### src/rtl/core/cme_pkg.sv
`default_nettype none

package cme_pkg;

   localparam int unsigned MAX_WIDTH_DEF  = 2048;
   localparam int unsigned MAX_HEIGHT_DEF = 2048;

   localparam int unsigned PIX_W      = 16;
   localparam int unsigned MIX_W      = 13;
   localparam int unsigned OUT_W      = 15;
   localparam int unsigned SIZE_W     = 12;
   localparam int unsigned TAP_W      = 16;
   localparam int unsigned NUM_TAPS   = 9;
   localparam int unsigned NUM_CH     = 3;
   localparam int unsigned CSR_DATA_W = 64;
   localparam int unsigned CSR_ADDR_W = 6;

   // Q1.12 unity for the mix factor
   localparam logic [MIX_W-1:0] MIX_ONE = 13'd4096;

   typedef enum logic [2:0] {
      REG_IMAGE_WIDTH  = 3'd0,
      REG_IMAGE_HEIGHT = 3'd1,
      REG_TAPS_LOW     = 3'd2,
      REG_TAPS_HIGH    = 3'd3,
      REG_TAP_LAST     = 3'd4
   } csr_index_type;

   typedef enum logic {
      CMD_PIXEL = 1'b0,
      CMD_DRAIN = 1'b1
   } command_type;

   typedef logic [PIX_W-1:0] pixel_type;

   // rgb[row][channel], row 0 top, channel 0 red
   typedef struct packed {
      pixel_type [2:0][2:0] rgb;
      pixel_type            alpha;
      logic [MIX_W-1:0]     mix;
   } column_type;

   typedef column_type [2:0] window_type;

   typedef struct packed {
      pixel_type [3:0]  c;
      logic [MIX_W-1:0] mix;
   } prev_entry_type;

   typedef pixel_type [2:0] older_entry_type;

   typedef logic [NUM_TAPS-1:0][TAP_W-1:0] tap_set_type;

   typedef logic [NUM_CH-1:0][OUT_W-1:0] rgb_out_type;

   typedef struct packed {
      logic rd_en;
      logic wr_prev;
      logic wr_older;
   } store_ctl_type;

   typedef enum logic [2:0] {
      EU_IDLE,
      EU_MAC,
      EU_ROUND,
      EU_SQUARE,
      EU_SQRT,
      EU_MIX,
      EU_SUM
   } eu_state_type;

   typedef enum logic [2:0] {
      CS_IDLE,
      CS_DISPATCH,
      CS_GATHER,
      CS_EMIT_START,
      CS_EMIT_WAIT,
      CS_EMIT_PUSH,
      CS_FINISH
   } core_state_type;

endpackage

`default_nettype wire

### src/rtl/core/cme_csr.sv
`default_nettype none

module cme_csr (
   input  wire logic                              clock,
   input  wire logic                              reset,
   input  wire logic                              psel,
   input  wire logic                              penable,
   input  wire logic                              pwrite,
   input  wire logic [cme_pkg::CSR_ADDR_W-1:0]    paddr,
   input  wire logic [cme_pkg::CSR_DATA_W-1:0]    pwdata,
   output logic [cme_pkg::CSR_DATA_W-1:0]         prdata,
   output logic                                   pready,
   output logic [cme_pkg::SIZE_W-1:0]             image_width,
   output logic [cme_pkg::SIZE_W-1:0]             image_height,
   output cme_pkg::tap_set_type                   taps
);

   logic [cme_pkg::SIZE_W-1:0]     width_ff;
   logic [cme_pkg::SIZE_W-1:0]     height_ff;
   logic [cme_pkg::CSR_DATA_W-1:0] taps_low_ff;
   logic [cme_pkg::CSR_DATA_W-1:0] taps_high_ff;
   logic [cme_pkg::TAP_W-1:0]      tap_last_ff;
   cme_pkg::csr_index_type         index;
   logic                           wr_en;

   assign index  = cme_pkg::csr_index_type'(paddr[cme_pkg::CSR_ADDR_W-1:3]);
   assign pready = 1'b1;
   assign wr_en  = psel && penable && pwrite;

   always_ff @(posedge clock) begin
      if (reset) begin
         width_ff     <= cme_pkg::SIZE_W'(1);
         height_ff    <= cme_pkg::SIZE_W'(1);
         taps_low_ff  <= '0;
         taps_high_ff <= '0;
         tap_last_ff  <= '0;
      end else if (wr_en) begin
         unique case (index)
            cme_pkg::REG_IMAGE_WIDTH:  width_ff     <= pwdata[cme_pkg::SIZE_W-1:0];
            cme_pkg::REG_IMAGE_HEIGHT: height_ff    <= pwdata[cme_pkg::SIZE_W-1:0];
            cme_pkg::REG_TAPS_LOW:     taps_low_ff  <= pwdata;
            cme_pkg::REG_TAPS_HIGH:    taps_high_ff <= pwdata;
            cme_pkg::REG_TAP_LAST:     tap_last_ff  <= pwdata[cme_pkg::TAP_W-1:0];
            default: ;
         endcase
      end
   end

   always_comb begin
      unique case (index)
         cme_pkg::REG_IMAGE_WIDTH:  prdata = cme_pkg::CSR_DATA_W'(width_ff);
         cme_pkg::REG_IMAGE_HEIGHT: prdata = cme_pkg::CSR_DATA_W'(height_ff);
         cme_pkg::REG_TAPS_LOW:     prdata = taps_low_ff;
         cme_pkg::REG_TAPS_HIGH:    prdata = taps_high_ff;
         cme_pkg::REG_TAP_LAST:     prdata = cme_pkg::CSR_DATA_W'(tap_last_ff);
         default:                   prdata = '0;
      endcase
   end

   always_comb begin
      for (int i = 0; i < 4; i++) begin
         taps[i]     = taps_low_ff[16*i +: 16];
         taps[i + 4] = taps_high_ff[16*i +: 16];
      end
      taps[8] = tap_last_ff;
   end

   assign image_width  = width_ff;
   assign image_height = height_ff;

endmodule

`default_nettype wire

### config.mk
export PLATFORM = sky130hd
export DESIGN_NAME = cme_csr
export DESIGN_NICKNAME = d
export VERILOG_FILES = /design/src/rtl/core/cme_pkg.sv /design/src/rtl/core/cme_csr.sv
export SDC_FILE = /design/constraint.sdc
export NUM_CORES = 1
export LEC_CHECK = 0
export ABC_AREA = 1
export BUFFER_PORTS_ARGS = -buffer_cell sky130_fd_sc_hd__buf_2
export CORE_ASPECT_RATIO = 1.4
export CORE_MARGIN = 4
export CORE_UTILIZATION = 49
export CTS_BUF_LIST = sky130_fd_sc_hd__clkbuf_16
export CTS_CLUSTER_DIAMETER = 120
export DETAILED_ROUTE_END_ITERATION = 10
export PLACE_DENSITY = 0.86
export SYNTH_ARGS = -nofsm -noshare
export SYNTH_HDL_FRONTEND = slang
export SYNTH_SLANG_ARGS = --single-unit
export TNS_END_PERCENT = 50
### constraint.sdc
create_clock -name clock -period 1.6 [get_ports clock]
set_input_delay 0.32 -clock clock [delete_from_list [all_inputs] [get_ports clock]]
set_output_delay 0.32 -clock clock [all_outputs]
set_load 0.01 [all_outputs]
==> flow_summary.toml <==
[yosys]
synthTopCellsByArea = "dfxtp_1 (42%), nand2_1 (21%), nor2_1 (16%), nand3_1 (9.0%), inv_1 (3.1%)"
yosysTopAreaCellShare_pct = 41.8
ys_seq_area_share_pct = 41.8
yosys.area.top_type = "dfxtp_1"
synthCells = 1286
syn-num-nets = 1361
ys_ff_latch = 168
synth.cell_area_um2 = 8050
syn_area_per_cell_um2 = 6.26
synth_warnings = 0
ys_types = 20

[setup_path]
crit_path_max_fanout = 4
worst_r2r_startpoint = "image_width[9]$_SDFFE_PP0P_"
startpoint = "paddr[5]"
crit_required_ns = 1.28
path_common_cell = "buf_4"
r2r_slack_ns = 0.90
worstPathArrival_ns = 1.33
max_stage_delay_ns = 0.17
worstSetupEndpointType = "output pin"
critical_path_class = "input port to output pin"
path_cells = "buf_8, buf_4, nor2_4, buf_4, nand3_1, nand2_2, nor2_2, nand2_1, buf_2"
critPathSlowestCell = "nor2_4"
r2r_end = "image_width[9]$_SDFFE_PP0P_"
critPathLaunchType = "input port"
r2r_cells = 2

[sta]
hold_viol_final = 0
skew_ns = 0
fin_ws_ns = -0.0533
maxSlewViolCount = 0
setup-violations-final = 5
clock.fmax_mhz = 605
setup_tns_ns = -0.108
min_period_ns = 1.65
hold_slack_ns = 0.158
finalCritPeriodShare_pct = 103
rsz0062_at_grt = "yes"

[die]
die_w_um = 116
ios = 308
start_util_pct = 49.8
row_count = 55
die_h_um = 160
core_um2 = 16200
die_area_um2 = 18600

[layout]
drive_gt1_share_pct = 29.6
nFillCells = 1293
fin_cells = 1804
fin_nets = 1667
final_cell_mix = "nand2_1 (406), nor2_1 (342), buf_2 (289)"
mostFrequentLayoutCell = "nand2_1"
area_growth_syn_to_layout_pct = 36.7

[clock_tree]
clockRootBuffer = "clkbuf_16"
cts.reportedPaths.clkPinSlew_ns = 0.06
ctsLongestPathBuffers = 2
cts_tree = "built"
clock-sinks = 168
cts_hold_buf = 0
cts_buffers = 17
clock_latency_ns = 0.42
htree_levels = 4

[detailed_routing]
drt_iter0_markers = 933
drc_errors = 0
wl_per_cell_um = 15.5
ant_nets = 0
vias = 9394
totalWireLength_mm = 27.9
via_per_inst = 5.21
drt_pass1_iterations = 5

[status]
status = "finished, violations left"
violations = "negative setup slack"

[pwr]
p_leak_nw = 5.98
p_per_area_nw_per_um2 = 859
ir_drop_mv = 0.649

[global_routing]
grt_usage_pct = 26.9
grt.met2_usage_pct = 47.1
overflow = 0
grt_pass1_wl_mm = 40.4
grt_util_met1_pct = 31.1
grt_max_degree = 85
first_global_vias = 8285
antenna_found_initial = 2
grt_busiest_layer = "met2"
grt_util_met3_pct = 4.44

[place]
routabilityCongestion = 0.942
placed_cells = 1755
portBuffers = 303
dpl.hpwl_mm = 18.3
place_ws_ns = -0.158

[run]
max-cap-violations = 0

[min_path]
holdPathStages = 3
hp-start = "pwdata[0]"
hold_end = "image_width[0]$_SDFFE_PP1P_"
hp-class = "input port to flip-flop"
## stage by stage
stage / total power [mW] / area [um2] / util, %
final: 9.45 / 11000 / 68.1
after global routing: 9.74 / 11000 / 68.1
after CTS: 9.38 / 10500 / 65.1
after detailed placement: 5.21 / 9860 / 61.0
after global placement: 5.19 / 9860 / 61.0
after floorplan: 4.88 / 8050 / -
## flip-flops by register name, indices dropped and copies added, names as in the netlist
name,cells
taps_high_ff,64
tap_last_ff,16
image_width,12
image_height,12
taps_low_ff,64
## timing repair
action,CTS,global route
pin swaps,2,27
buffers inserted,4,6
gates resized for setup,15,78
gates cloned,0,8
endpoints found under the setup margin,64,64
## worst max path at each step
stage	to	slack, ns
2_1_floorplan	prdata[10]	0.09
3_3_place_gp	prdata[12]	-0.16
3_5_place_dp	prdata[14]	-0.16
4_1_cts	prdata[51]	-0.008
5_1_grt	prdata[47]	-0.05
6_report	prdata[7]	-0.05
## synthesized netlist by cell type
cell type	instances
nand2_1	441
nor2_1	349
dfxtp_1	168
nand3_1	145
inv_1	66
buf_2	28
buf_4	25
clkbuf_1	21
nand4_1	12
buf_6	10
buf_1	5
nor2_4	3
clkinv_1	2
inv_2	2
nand3_4	2
nor2_2	2
o21ai_0	2
conb_1	1
nand2_2	1
nor2_8	1
## power by group
part | switching [mW] | total (mW) | internal (mW)
Sequential | 0.0509 | 4.29 | 4.24
Combinational | 0.576 | 0.948 | 0.372
Clock | 1.75 | 4.22 | 2.47
## metal layers
layer | vias to the layer above | share of wire (%)
li1 | 4522 | -
met5 | - | 0.072
met4 | 2 | 5.0
met2 | 511 | 51
met3 | 117 | 7.8
met1 | 4242 | 36
## layout make-up
cell class | instances | area, um2 | share of cell area (%)
multi-input cells | 959 | 4060 | 36.9
flip-flops and latches | 168 | 3370 | 30.7
repair buffers | 376 | 2440 | 22.2
clock buffers | 17 | 425 | 3.86
inverters | 70 | 279 | 2.53
well taps | 199 | 249 | 2.26
clock inverters | 14 | 175 | 1.59
diodes | 1 | 2.50 | 0.0227
## cell families (layout without fill, tap and decap cells)
logic type             Yosys count  count (layout)  synth area share, %
other                            1               2               0.0466
buffers and inverters          159             477                 9.95
AND/OR/NAND/NOR                956             956                 48.1
AO/OA/AOI/OAI                    2               2                0.124
flip-flops                     168             168                 41.8
## critical path, delay by kind of cell
kind / cells / cell delay (ns)
AND/OR/NAND/NOR: 5 / 0.51
buffers and inverters: 4 / 0.51
Note: power is estimated with default switching activity, not from simulation.
